**config.mk**
```make
export PLATFORM = sky130hd
export DESIGN_NAME = first_match_string_finder
export DESIGN_NICKNAME = d
export VERILOG_FILES = /design/src/hdl/fmsf_pkg.sv /design/src/hdl/first_match_string_finder.sv /design/src/hdl/fmsf_cell.sv /design/src/hdl/fmsf_out_buf.sv
export SDC_FILE = /design/constraint.sdc
export NUM_CORES = 1
export LEC_CHECK = 0
export BUFFER_PORTS_ARGS = -buffer_cell sky130_fd_sc_hd__buf_2
export CELL_PAD_IN_SITES_DETAIL_PLACEMENT = 2
export CELL_PAD_IN_SITES_GLOBAL_PLACEMENT = 2
export CORE_MARGIN = 5
export CORE_UTILIZATION = 40
export CTS_BUF_LIST = sky130_fd_sc_hd__clkbuf_4 sky130_fd_sc_hd__clkbuf_8
export CTS_CLUSTER_DIAMETER = 150
export CTS_CLUSTER_SIZE = 24
export DETAILED_ROUTE_END_ITERATION = 10
export GPL_TIMING_DRIVEN = 1
export PLACE_DENSITY = 0.84
export SYNTH_ARGS = -nofsm -noshare
export SYNTH_HDL_FRONTEND = slang
export SYNTH_SLANG_ARGS = --single-unit
export TNS_END_PERCENT = 1
```
**constraint.sdc**
```tcl
create_clock -name clk -period 12.09 [get_ports clk]
set_clock_uncertainty 0.1 [all_clocks]
set_input_delay 1.209 -clock clk [delete_from_list [all_inputs] [get_ports clk]]
set_output_delay 1.209 -clock clk [all_outputs]
set_load 0.05 [all_outputs]
```
**src/hdl/fmsf_pkg.sv**
```systemverilog
// Shared types, constants and byte-compare helpers for the first-match string finder.
// No dependencies; used by every module in hdl/.
package fmsf_pkg;

  localparam int BYTE_W      = 8;
  localparam int PAT_BYTES   = 16;  // bytes held by the two pattern registers
  localparam int LEN_W       = 5;   // width of the pattern length register
  localparam int OUT_OFF_W   = 32;  // width of end_offset on the result word
  localparam int CFG_DATA_W  = 64;
  localparam int CFG_ADDR_W  = 5;
  localparam int MAX_PATTERN = 16;
  localparam int OFFSET_BITS = 32;

  // register index, taken from paddr[4:3]
  typedef enum logic [1:0] {
    REG_PAT_LEN  = 2'd0,
    REG_NOCASE   = 2'd1,
    REG_PAT_LOW  = 2'd2,
    REG_PAT_HIGH = 2'd3
  } reg_idx_t;

  typedef struct packed {
    logic [BYTE_W-1:0] hay_byte;
    logic              hay_last;
  } in_word_t;

  typedef struct packed {
    logic                 found;
    logic [OUT_OFF_W-1:0] end_offset;
  } out_word_t;

  // settings every cell sees
  typedef struct packed {
    logic [LEN_W-1:0]                    len;     // already clamped
    logic                                nocase;
    logic [PAT_BYTES-1:0][BYTE_W-1:0]    pat;
  } cell_cfg_t;

  typedef struct packed {
    logic shift;
    logic clear;
  } cell_ctrl_t;

  function automatic logic [BYTE_W-1:0] to_lower(input logic [BYTE_W-1:0] c);
    return (c >= 8'h41 && c <= 8'h5A) ? c + 8'h20 : c;
  endfunction

  function automatic logic [BYTE_W-1:0] to_upper(input logic [BYTE_W-1:0] c);
    return (c >= 8'h61 && c <= 8'h7A) ? c - 8'h20 : c;
  endfunction

  function automatic logic byte_ok(input logic [BYTE_W-1:0] p,
                                   input logic [BYTE_W-1:0] h,
                                   input logic              nocase);
    if (nocase) begin
      return (h == to_lower(p)) || (h == to_upper(p));
    end
    return h == p;
  endfunction

endpackage

```
**src/hdl/first_match_string_finder.sv**
```systemverilog
// Top level of the streaming first-match string finder: config registers,
// cell chain, match logic and output buffer. Depends on fmsf_pkg, fmsf_cell, fmsf_out_buf.
//
//   channel | direction | word                          | handshake
//   --------+-----------+-------------------------------+-----------------------
//   in      | input     | in_word_t  {hay_byte,hay_last}| in_valid / in_stall
//   out     | output    | out_word_t {found,end_offset} | out_valid / out_stall
//   cfg     | input     | 64-bit registers at 8*i       | APB, pready tied high
//
// Cycles: one haystack byte per clock while in_stall is low. A byte enters the cell chain
//   and is compared in the cycle it is accepted; its result word is registered in the
//   output register or skid entry. The rate is set by the combinational cell-row compare.
// Reset (rst, synchronous): clears counters, flags and buffer valids; cells start zero
//   and are also zeroed after every last byte.
// Stalls: out has an output register plus one skid entry; in_stall rises only when
//   both are full, so input keeps flowing while one result waits.
module first_match_string_finder #(
  parameter int MAX_PATTERN = fmsf_pkg::MAX_PATTERN,
  parameter int OFFSET_BITS = fmsf_pkg::OFFSET_BITS
) (
  input  logic                              clk,
  input  logic                              rst,
  input  logic                              in_valid,
  output logic                              in_stall,
  input  fmsf_pkg::in_word_t                in_data,
  output logic                              out_valid,
  input  logic                              out_stall,
  output fmsf_pkg::out_word_t               out_data,
  input  logic                              psel,
  input  logic                              penable,
  input  logic                              pwrite,
  input  logic [fmsf_pkg::CFG_ADDR_W-1:0]   paddr,
  input  logic [fmsf_pkg::CFG_DATA_W-1:0]   pwdata,
  output logic [fmsf_pkg::CFG_DATA_W-1:0]   prdata,
  output logic                              pready
);

  localparam logic [fmsf_pkg::LEN_W-1:0] MAX_L = fmsf_pkg::LEN_W'(MAX_PATTERN);

  // ---------------- configuration registers ----------------
  logic [fmsf_pkg::LEN_W-1:0]      pattern_length;
  logic                            case_insensitive;
  logic [fmsf_pkg::CFG_DATA_W-1:0] pattern_low;
  logic [fmsf_pkg::CFG_DATA_W-1:0] pattern_high;
  fmsf_pkg::reg_idx_t              reg_sel;
  logic                            cfg_wr;

  assign pready  = 1'b1;
  assign reg_sel = fmsf_pkg::reg_idx_t'(paddr[4:3]);
  assign cfg_wr  = psel && penable && pwrite && pready;

  always_ff @(posedge clk) begin
    if (rst) begin
      pattern_length   <= fmsf_pkg::LEN_W'(1);
      case_insensitive <= 1'b0;
      pattern_low      <= '0;
      pattern_high     <= '0;
    end else if (cfg_wr) begin
      unique case (reg_sel)
        fmsf_pkg::REG_PAT_LEN:  pattern_length   <= pwdata[fmsf_pkg::LEN_W-1:0];
        fmsf_pkg::REG_NOCASE:   case_insensitive <= pwdata[0];
        fmsf_pkg::REG_PAT_LOW:  pattern_low      <= pwdata;
        fmsf_pkg::REG_PAT_HIGH: pattern_high     <= pwdata;
        default: ;
      endcase
    end
  end

  always_comb begin
    unique case (reg_sel)
      fmsf_pkg::REG_PAT_LEN:
        prdata = {{(fmsf_pkg::CFG_DATA_W-fmsf_pkg::LEN_W){1'b0}}, pattern_length};
      fmsf_pkg::REG_NOCASE:
        prdata = {{(fmsf_pkg::CFG_DATA_W-1){1'b0}}, case_insensitive};
      fmsf_pkg::REG_PAT_LOW:  prdata = pattern_low;
      fmsf_pkg::REG_PAT_HIGH: prdata = pattern_high;
      default:                prdata = '0;
    endcase
  end

  // effective length: 0 acts as 1, anything past the cell count is clipped
  fmsf_pkg::cell_cfg_t cfg;
  always_comb begin
    cfg.nocase = case_insensitive;
    cfg.pat    = {pattern_high, pattern_low};
    if (pattern_length == '0) begin
      cfg.len = fmsf_pkg::LEN_W'(1);
    end else if (pattern_length > MAX_L) begin
      cfg.len = MAX_L;
    end else begin
      cfg.len = pattern_length;
    end
  end

  // ---------------- haystack state ----------------
  logic                   in_acc;
  logic [OFFSET_BITS-1:0] seen;
  logic [OFFSET_BITS-1:0] seen_next;
  logic                   rep;        // match already reported in this haystack
  logic                   hit;
  fmsf_pkg::cell_ctrl_t   ctrl;

  assign in_acc     = in_valid && !in_stall;
  assign ctrl.shift = in_acc && !rep;  // once reported, bytes only look for the end
  assign ctrl.clear = rst || (in_acc && in_data.hay_last);

  assign seen_next = (&seen) ? seen : seen + 1'b1;  // saturating count

  always_ff @(posedge clk) begin
    if (rst || ctrl.clear) begin
      seen <= '0;
      rep  <= 1'b0;
    end else if (ctrl.shift) begin
      seen <= seen_next;
      if (hit) begin
        rep <= 1'b1;
      end
    end
  end

  // ---------------- cell chain ----------------
  logic [MAX_PATTERN-1:0][fmsf_pkg::BYTE_W-1:0] chain;  // byte entering each cell
  logic [MAX_PATTERN-1:0]                       ok;

  assign chain[0] = in_data.hay_byte;

  for (genvar g = 0; g < MAX_PATTERN; g++) begin : g_cell
    if (g < MAX_PATTERN - 1) begin : g_mid
      fmsf_cell #(.POS(g)) u_cell (
        .clk  (clk),
        .ctrl (ctrl),
        .cfg  (cfg),
        .d_in (chain[g]),
        .q    (chain[g+1]),
        .ok   (ok[g])
      );
    end else begin : g_end
      fmsf_cell #(.POS(g)) u_cell (
        .clk  (clk),
        .ctrl (ctrl),
        .cfg  (cfg),
        .d_in (chain[g]),
        .q    (),
        .ok   (ok[g])
      );
    end
  end

  // ---------------- match and result ----------------
  logic [fmsf_pkg::OUT_OFF_W-1:0]      off_out;
  logic                                res_valid;
  fmsf_pkg::out_word_t                 res;

  // enough bytes held and every active cell agrees
  assign hit = (&ok) && (seen_next >= OFFSET_BITS'(cfg.len));

  if (OFFSET_BITS >= fmsf_pkg::OUT_OFF_W) begin : g_off_trunc
    assign off_out = seen_next[fmsf_pkg::OUT_OFF_W-1:0];
  end else begin : g_off_ext
    assign off_out = {{(fmsf_pkg::OUT_OFF_W-OFFSET_BITS){1'b0}}, seen_next};
  end

  assign res_valid      = ctrl.shift && (hit || in_data.hay_last);
  assign res.found      = hit;
  assign res.end_offset = hit ? off_out : '0;

  fmsf_out_buf u_out (
    .clk       (clk),
    .rst       (rst),
    .res_valid (res_valid),
    .res       (res),
    .out_valid (out_valid),
    .out_stall (out_stall),
    .out_data  (out_data),
    .full      (in_stall)
  );

  // ---------------- assertions ----------------
  a_no_result_after_report: assert property (@(posedge clk) disable iff (rst)
    (in_acc && rep) |-> !res_valid)
    else $error("result produced after match already reported");

  a_last_clears: assert property (@(posedge clk) disable iff (rst)
    (in_acc && in_data.hay_last) |=> (seen == '0 && !rep))
    else $error("haystack state not cleared after last byte");

  a_miss_zero_offset: assert property (@(posedge clk) disable iff (rst)
    (res_valid && !res.found) |-> (res.end_offset == '0))
    else $error("miss result carries nonzero offset");

  a_stall_needs_output: assert property (@(posedge clk) disable iff (rst)
    !out_valid |-> !in_stall)
    else $error("input stalled while output register empty");

endmodule

```
**src/hdl/fmsf_cell.sv**
```systemverilog
// One window cell: checks the byte entering it against the pattern byte that lines up
// with its position, then holds that byte and passes it on. Depends on fmsf_pkg.
module fmsf_cell #(
  parameter int POS = 0
) (
  input  logic                         clk,
  input  fmsf_pkg::cell_ctrl_t         ctrl,
  input  fmsf_pkg::cell_cfg_t          cfg,
  input  logic [fmsf_pkg::BYTE_W-1:0]  d_in,
  output logic [fmsf_pkg::BYTE_W-1:0]  q,
  output logic                         ok
);

  localparam logic [fmsf_pkg::LEN_W-1:0] POS_L = fmsf_pkg::LEN_W'(POS);

  logic [fmsf_pkg::LEN_W-1:0] idx_full;
  logic [3:0]                 idx;

  // newest byte sits in cell 0, so this cell meets pattern byte len-1-POS
  assign idx_full = cfg.len - POS_L - 1'b1;
  assign idx      = idx_full[3:0];
  assign ok = (POS_L >= cfg.len) || fmsf_pkg::byte_ok(cfg.pat[idx], d_in, cfg.nocase);

  always_ff @(posedge clk) begin
    if (ctrl.clear) begin
      q <= '0;
    end else if (ctrl.shift) begin
      q <= d_in;
    end
  end

endmodule

```
**src/hdl/fmsf_out_buf.sv**
```systemverilog
// Result output register with a skid entry behind it. Depends on fmsf_pkg.
module fmsf_out_buf (
  input  logic                clk,
  input  logic                rst,
  input  logic                res_valid,
  input  fmsf_pkg::out_word_t res,
  output logic                out_valid,
  input  logic                out_stall,
  output fmsf_pkg::out_word_t out_data,
  output logic                full
);

  logic                skid_valid;
  fmsf_pkg::out_word_t skid_data;
  logic                pop;

  assign pop  = out_valid && !out_stall;
  assign full = skid_valid;

  always_ff @(posedge clk) begin
    if (rst) begin
      out_valid  <= 1'b0;
      skid_valid <= 1'b0;
    end else if (!out_valid || pop) begin
      if (skid_valid) begin
        out_valid  <= 1'b1;
        skid_valid <= res_valid;
      end else begin
        out_valid  <= res_valid;
      end
    end else if (res_valid) begin
      skid_valid <= 1'b1;
    end
  end

  always_ff @(posedge clk) begin
    if (!out_valid || pop) begin
      if (skid_valid) begin
        out_data  <= skid_data;
        skid_data <= res;
      end else begin
        out_data  <= res;
      end
    end else if (res_valid) begin
      skid_data <= res;
    end
  end

endmodule
```
Yosys cells after proc, flatten, opt, wreduce, memory -nomap -nowiden
Cells that the tools add are included.
{ "word_totals": {"in_bits": 85, "out_inout_bits": 100, "regBits": 355} }
{ "op_classes": {"n_lt_le_gt_ge": 98, "muxes": 110, "addsub": 63, "reduce_logical": 91, "n_eq_ne": 52} }
{ "ops": {"columns": ["operator", "count"], "rows": [
  ["$bmux W8 S4", 16],
  ["$eq A8 B8 Y1", 48],
  ["$mux W8", 48],
  ["$ge A8 B7 Y1 const B", 32],
  ["$le A8 B7 Y1 const B", 32],
  ["$pmux W64 S4", 1],
  ["$mux W33", 4],
  ["$add A8 B6 Y8 const B", 16],
  ["$sub A8 B6 Y8 const B", 16],
  ["$lt A4 B5 Y1 const B", 16],
  ["$mux W32", 2],
  ["$sub A4 B1 Y4 const B", 16],
  ["$ge A4 B5 Y1 const A", 8],
  ["$logic_and A1 B1 Y1", 40],
  ["$mux W1", 37],
  ["$logic_or A1 B1 Y1", 36],
  ["$add A32 B1 Y32 const B", 1],
  ["$ge A32 B5 Y1", 1],
  ["$reduce_and A32 Y1", 1],
  ["$sub A4 B4 Y4 const B", 8],
  ["$ge A3 B5 Y1 const A", 4],
  ["$reduce_and A16 Y1", 1],
  ["$sub A4 B3 Y4 const B", 4],
  ["$reduce_and A2 Y1", 6],
  ["other kinds (12)", 20]
]} }

Depth between registers and ports, before layout
{ "logic_depth": {"word_depth": 21, "depth_mapped": 28, "ltp_nobuf": 21} }

Hierarchy
Synthesis repeated with hierarchy kept, for this count alone.
{ "hier_totals": {"cells_unflattened": 3833, "area_unflattened_um2": 39271.4} }
{ "modules_own_cells": {"columns": ["module", "area_each_um2", "cells_each", "seq_area_each_um2", "n_inst"], "rows": [
  ["first_match_string_finder", 8662.1, 1144, 3343.2, 1],
  ["fmsf_out_buf", 2633.8, 112, 2021.9, 1],
  ["fmsf_cell (g_cell[2].g_mid.u_cell)", 2013.2, 210, 160.2, 1],
  ["fmsf_cell (g_cell[11].g_mid.u_cell)", 1928.1, 189, 160.2, 1],
  ["fmsf_cell (g_cell[14].g_mid.u_cell)", 1850.5, 204, 160.2, 1],
  ["fmsf_cell (g_cell[4].g_mid.u_cell)", 1843.0, 180, 160.2, 1],
  ["fmsf_cell (g_cell[5].g_mid.u_cell)", 1780.5, 144, 160.2, 1],
  ["fmsf_cell (g_cell[15].g_end.u_cell)", 1756.7, 159, 160.2, 1],
  ["fmsf_cell (g_cell[9].g_mid.u_cell)", 1751.7, 159, 160.2, 1],
  ["fmsf_cell (g_cell[1].g_mid.u_cell)", 1749.2, 149, 160.2, 1],
  ["fmsf_cell (g_cell[0].g_mid.u_cell)", 1735.4, 189, 160.2, 1],
  ["fmsf_cell (g_cell[10].g_mid.u_cell)", 1724.2, 139, 160.2, 1],
  ["fmsf_cell (g_cell[3].g_mid.u_cell)", 1699.1, 154, 160.2, 1],
  ["fmsf_cell (g_cell[13].g_mid.u_cell)", 1679.1, 145, 160.2, 1],
  ["4 more rows", null, null, null, null]
]} }

Worst setup path before layout
Ideal clock, no wire load.
{ "synth_timing": {"path_type": "register -> register", "start": "register pattern_length[4] (netlist bit)", "end": "register u_out.skid_data[0] (netlist bit) (enable)", "path_stages_with_launch": 26, "setup_slack_ps": 3929, "period_less_slack_ps": 8161, "t_arrival_ps": 7588, "setup_ps": 473, "cell_sequence": "dfxtp_1 > buf_2 > nand2b_1 > buf_4 > buf_2 > buf_2 > clkbuf_1 > ha_1 > nor2_1 > a221o_1 > buf_1 > xnor2_2 > mux4_2 > inv_1 > ha_1 > xnor2_1 > nand2_1 > nor2_1 > nand4b_1 > a311oi_1 > a211oi_1 > a211oi_1 > and4_1 > nand4_4 > buf_2 > a211oi_1"} }
{ "synth_between": {"elab_chain_len": 21, "word_cells_on_any_way": 361, "classes_between": "add/sub: 62; order compare: 82; eq/ne: 48; mux: 98; reduce/logical: 71"} }
{ "synth_rtl": {"columns": ["item", "line", "rtl"], "rows": [
  ["start, declared", "first_match_string_finder.sv:41", "logic [fmsf_pkg::LEN_W-1:0] pattern_length;"],
  ["start signal, assigned", "first_match_string_finder.sv:54", "pattern_length <= fmsf_pkg::LEN_W'(1);"],
  ["start signal, assigned", "first_match_string_finder.sv:60", "fmsf_pkg::REG_PAT_LEN: pattern_length <= pwdata[fmsf_pkg::LEN_W-1:0];"],
  ["$gt A5 B5 Y1", "first_match_string_finder.sv:88", "end else if (pattern_length > MAX_L) begin"],
  ["$mux W5", "first_match_string_finder.sv:88", null],
  ["$mux W5 *", "first_match_string_finder.sv:86", "if (pattern_length == '0) begin"],
  ["$sub A4 B1 Y4 (tied with other cells)", "fmsf_cell.sv:20", "assign idx_full = cfg.len - POS_L - 1'b1;"],
  ["$sub A4 B1 Y4", "fmsf_cell.sv:20", null],
  ["$bmux W8 S4", "fmsf_cell.sv:22", "assign ok = (POS_L >= cfg.len) || fmsf_pkg::byte_ok(cfg.pat[idx], d_in, cfg.nocase);"],
  ["$mux W8 (not written as such)", "fmsf_cell.sv:22", null],
  ["$ge A8 B7 Y1 (tied with other cells)", "fmsf_pkg.sv:45", "return (c >= 8'h41 && c <= 8'h5A) ? c + 8'h20 : c;"],
  ["[... 5 more ...]", null, null],
  ["$mux W1", "fmsf_pkg.sv:58", "return h == p;"],
  ["$logic_or A1 B1 Y1", "fmsf_cell.sv:22", null],
  ["$reduce_and A16 Y1", "first_match_string_finder.sv:155", "assign hit = (&ok) && (seen_next >= OFFSET_BITS'(cfg.len));"],
  ["$logic_and A1 B1 Y1 *", "first_match_string_finder.sv:155", null],
  ["$logic_or A1 B1 Y1 *", "first_match_string_finder.sv:163", "assign res_valid = ctrl.shift && (hit || in_data.hay_last);"],
  ["$logic_and A1 B1 Y1 *", "first_match_string_finder.sv:163", null],
  ["$reduce_bool A2 Y1 (no line) *", null, null],
  ["$reduce_and A2 Y1 (no line) *", null, null],
  ["end signal, assigned", "fmsf_out_buf.sv:40", "skid_data <= res;"],
  ["end signal, assigned", "fmsf_out_buf.sv:45", "skid_data <= res;"],
  ["end, declared", "fmsf_out_buf.sv:14", "fmsf_pkg::out_word_t skid_data;"]
]} }
Every way passes the cells marked *; elsewhere a longest branch is shown, timed or not. The select of a mux whose other input is x is not followed.
A chain may end at the register's enable or synchronous reset.

Worst setup path in the final report
{ "layout_timing": {"start": "register pattern_length[1] (netlist bit)", "end": "register u_out.skid_data[8] (netlist bit) (enable)"} }
The elaborated chain is that of the path after synthesis.

==> impl_metrics.sql <==
INSERT INTO impl_metrics (metric_group, metric, value, unit) VALUES
('outcome', 'outcome', 'finished clean', ''),
('pwr', 'total_leakage_power', '10.9', 'nW'),
('pwr', 'max-vdd-ir-drop', '0.0720', 'mV'),
('routing', 'routed-via-count', '30842', ''),
('setup_path', 'critical_path.cell_chain', 'buf_4 -> nor2b_4 -> buf_4 -> ha_1 -> buf_4 -> inv_2 -> buf_4 -> a31oi_1 -> a22oi_1 -> mux2i_1 -> mux2i_2 -> ha_1 -> xor2_1 -> nor4_1 -> o21ai_0 -> a41oi_1 -> a22oi_1 -> o31ai_1 -> and4_1 -> nand4_4 -> buf_4 -> a211oi_4 -> buf_4', ''),
('setup_path', 'crit_type', 'reg -> reg', ''),
('sta', 'period_share', '0.709', ''),
('placement', 'pre_cts_slack', '3820', 'ps'),
('pwr', 'finalPower', '0.00225', 'W'),
('cts', 'cts-hold-fix-buffers', '0', ''),
('floorplan', 'starting_density', '0.403', ''),
('setup_path', 'critical_path.top_delay_family', 'compound AO/OA/AOI/OAI gates', ''),
('cts', 'cts-root-to-sink-buffers', '3', ''),
('flow_run', 'maxCapViolations', '0', ''),
('floorplan', 'floorplan.die.width', '275', 'µm'),
('setup_path', 'timing.critical_path.from_type', 'register', ''),
('finish', 'final_net_count', '3854', ''),
('sta', 'final.setup.worst_slack', '3520', 'ps'),
('synthesis', 'ys_ff_latch', '355', ''),
('setup_path', 'worst_path_largest_cell_delay', '900', 'ps'),
('setup_path', 'rr_worst_depth', '23', ''),
('setup_path', 'critPathBufInv', '7', ''),
('synthesis', 'postSynth.asyncResetShare', '0', ''),
('synthesis', 'synth.yosys.seq_area_share', '0.276', ''),
('finish', 'fillerInstances', '8243', ''),
('floorplan', 'io_pins', '185', ''),
('floorplan', 'rows', '97', ''),
('sta', 'final_critical_path_time_including_i_o_delays_and_setup', '8570', 'ps'),
('placement', 'place_hpwl', '109', 'mm'),
('synthesis', 'netlist_instances', '3745', ''),
('grt', 'gr-total-overflow', '0', ''),
('synthesis', 'synth.most_common_cell', 'sky130_fd_sc_hd__nand2_1', ''),
('synthesis', 'synth_edf_count', '66', ''),
('synthesis', 'number_of_distinct_library_cells_after_synthesis', '96', ''),
('synthesis', 'yosys.area.top_type_share', '0.205', ''),
('setup_path', 'cp_max_fo', '70', ''),
('pwr', 'power-per-cell-area', '75.1', 'nW/µm²'),
('sta', 'fmax', '117', 'MHz'),
('sta', 'setup_viol', '0', ''),
('grt', 'antenna_found_initial', '2', ''),
('sta', 'timing.final.max_slew_violations', '0', ''),
('cts', 'cts_post_setup_buffers_inserted', '0', ''),
('cts', 'clkTransAtPathRegs', '150', 'ps'),
('routing', 'ant_nets', '0', ''),
('cts', 'cts.sinks', '355', ''),
('routing', 'drt_first_pass_iters', '6', ''),
('synthesis', 'synthesis.nets', '3885', ''),
('cts', 'insertion_delay', '680', 'ps'),
('cts', 'tritoncts.num_buffers', '18', ''),
('routing', 'wire_per_inst', '30.8', 'µm'),
('floorplan', 'floorplan.die_area', '75800', 'µm²'),
('sta', 'final-hold-violation-count', '0', ''),
('grt', 'maximum_number_of_pins_on_one_net_before_global_route_repair', '81', ''),
('grt', 'track_usage', '0.365', ''),
('routing', 'detail_route.vias_per_cell', '6.61', ''),
('sta', 'measured_slew_at_the_worst_slew_check_pin', '1240', 'ps'),
('sta', 'rsz_0062_raised_after_global_routing', 'false', ''),
('finish', 'areaGrowthSynthToFinish', '6.50', '%'),
('setup_path', 'path_common_cell', 'sky130_fd_sc_hd__buf_4', ''),
('routing', 'drc', '0', ''),
('min_path', 'hp-class', 'reg -> reg', ''),
('synthesis', 'synth_largest_area_cell', 'sky130_fd_sc_hd__dfxtp_1', ''),
('placement', 'place_congestion', '1.04', ''),
('sta', 'fin_tns_setup', '0', 'ps'),
('finish', 'drive_gt1_frac', '0.110', ''),
('setup_path', 'worstSetupPathDepth', '23', ''),
('grt', 'first_pass_grt_wire_length', '210', 'mm'),
('setup_path', 'worst_setup_path_end_kind', 'register', ''),
('floorplan', 'total_core_area', '69900', 'µm²'),
('min_path', 'worst_hold_path.num_cells', '2', ''),
('floorplan', 'chipHeight', '275', 'µm');
## layout by cell type (no fill, tap or decap), drive strengths merged, types with 71 or more instances in the layout
cell / count
nand2: 796
a21oi: 327
dfxtp: 289
buf: 247
mux2i: 195
nor2: 193
nand3: 190
o21ai: 156
xnor2: 118
xor2: 110
a31oi: 71
## where the power goes
group          total, W  switching, W  internal [W]
Clock          0.000570      0.000404      0.000166
Combinational  0.000438      0.000310      0.000129
Sequential      0.00124     0.0000258       0.00122
## worst register-to-register path, delay by kind of cell, from the launching register on
family | cells | cell delay [ps]
buffers and inverters | 7 | 2320
and+or+nand+nor | 4 | 900
AOI/OAI and AO/OA | 7 | 2410
DFF | 1 | 730
muxes | 2 | 860
xor gates and xnor gates | 1 | 190
adders and majority gates | 2 | 690
## final timing paths
kind	start	to	slack [ps]
min	g_cell[14].g_mid.u_cell.q[3]$_SDFFE_PP0P_	g_cell[14].g_mid.u_cell.q[3]$_SDFFE_PP0P_	390
max reg2reg	pattern_length[1]$_SDFFE_PP0P_	u_out.skid_data[8]$_DFFE_PP_	3520
max	pattern_length[1]$_SDFFE_PP0P_	u_out.skid_data[8]$_DFFE_PP_	3520
min reg2reg	g_cell[14].g_mid.u_cell.q[3]$_SDFFE_PP0P_	g_cell[14].g_mid.u_cell.q[3]$_SDFFE_PP0P_	390
## cells by family after synthesis
family          synth area share
flops                      0.276
mux                        0.108
buf+inv                   0.0520
compound gates             0.228
simple gates               0.239
xor+xnor                  0.0717
fa+ha+maj                 0.0248
other cells             0.000133
## sequential cells by signal, summed over array words and instances (netlist names)
signal,count
pattern_low,64
rep,1
seen,32
pattern_length,5
g_cell.g_mid.u_cell.q,120
u_out.out_valid,1
case_insensitive,1
pattern_high,64
u_out.out_data,33
u_out.skid_data,33
u_out.full,1
## stage by stage
stage	instances	cell area (µm²)	hold slack, ps
after floorplan	3745	28200	339
after global placement	4634	29700	362
after detailed placement	4634	29700	369
after CTS	4661	30000	393
after global routing	4663	30000	428
final	4663	30000	387
## layout make-up
cell class,count,area [µm²],area share
diodes,2,5.00,0.000167
clock buffers,25,307,0.0102
clock inverters,2,13.8,0.000459
inverters,64,240,0.00801
multi-input cells,3028,19100,0.636
flip-flops and latches,355,7770,0.259
well taps,940,1180,0.0392
repair buffers,247,1410,0.0470
## layer usage
layer	vias to the layer above	GRT usage	wire length, µm
li1	13410	-	-
met1	15604	0.461	57400
met2	1449	0.589	64400
met3	377	0.0602	11300
met4	2	0.212	10600
met5	-	0	20
No activity file was read; power rests on OpenSTA's default activity.
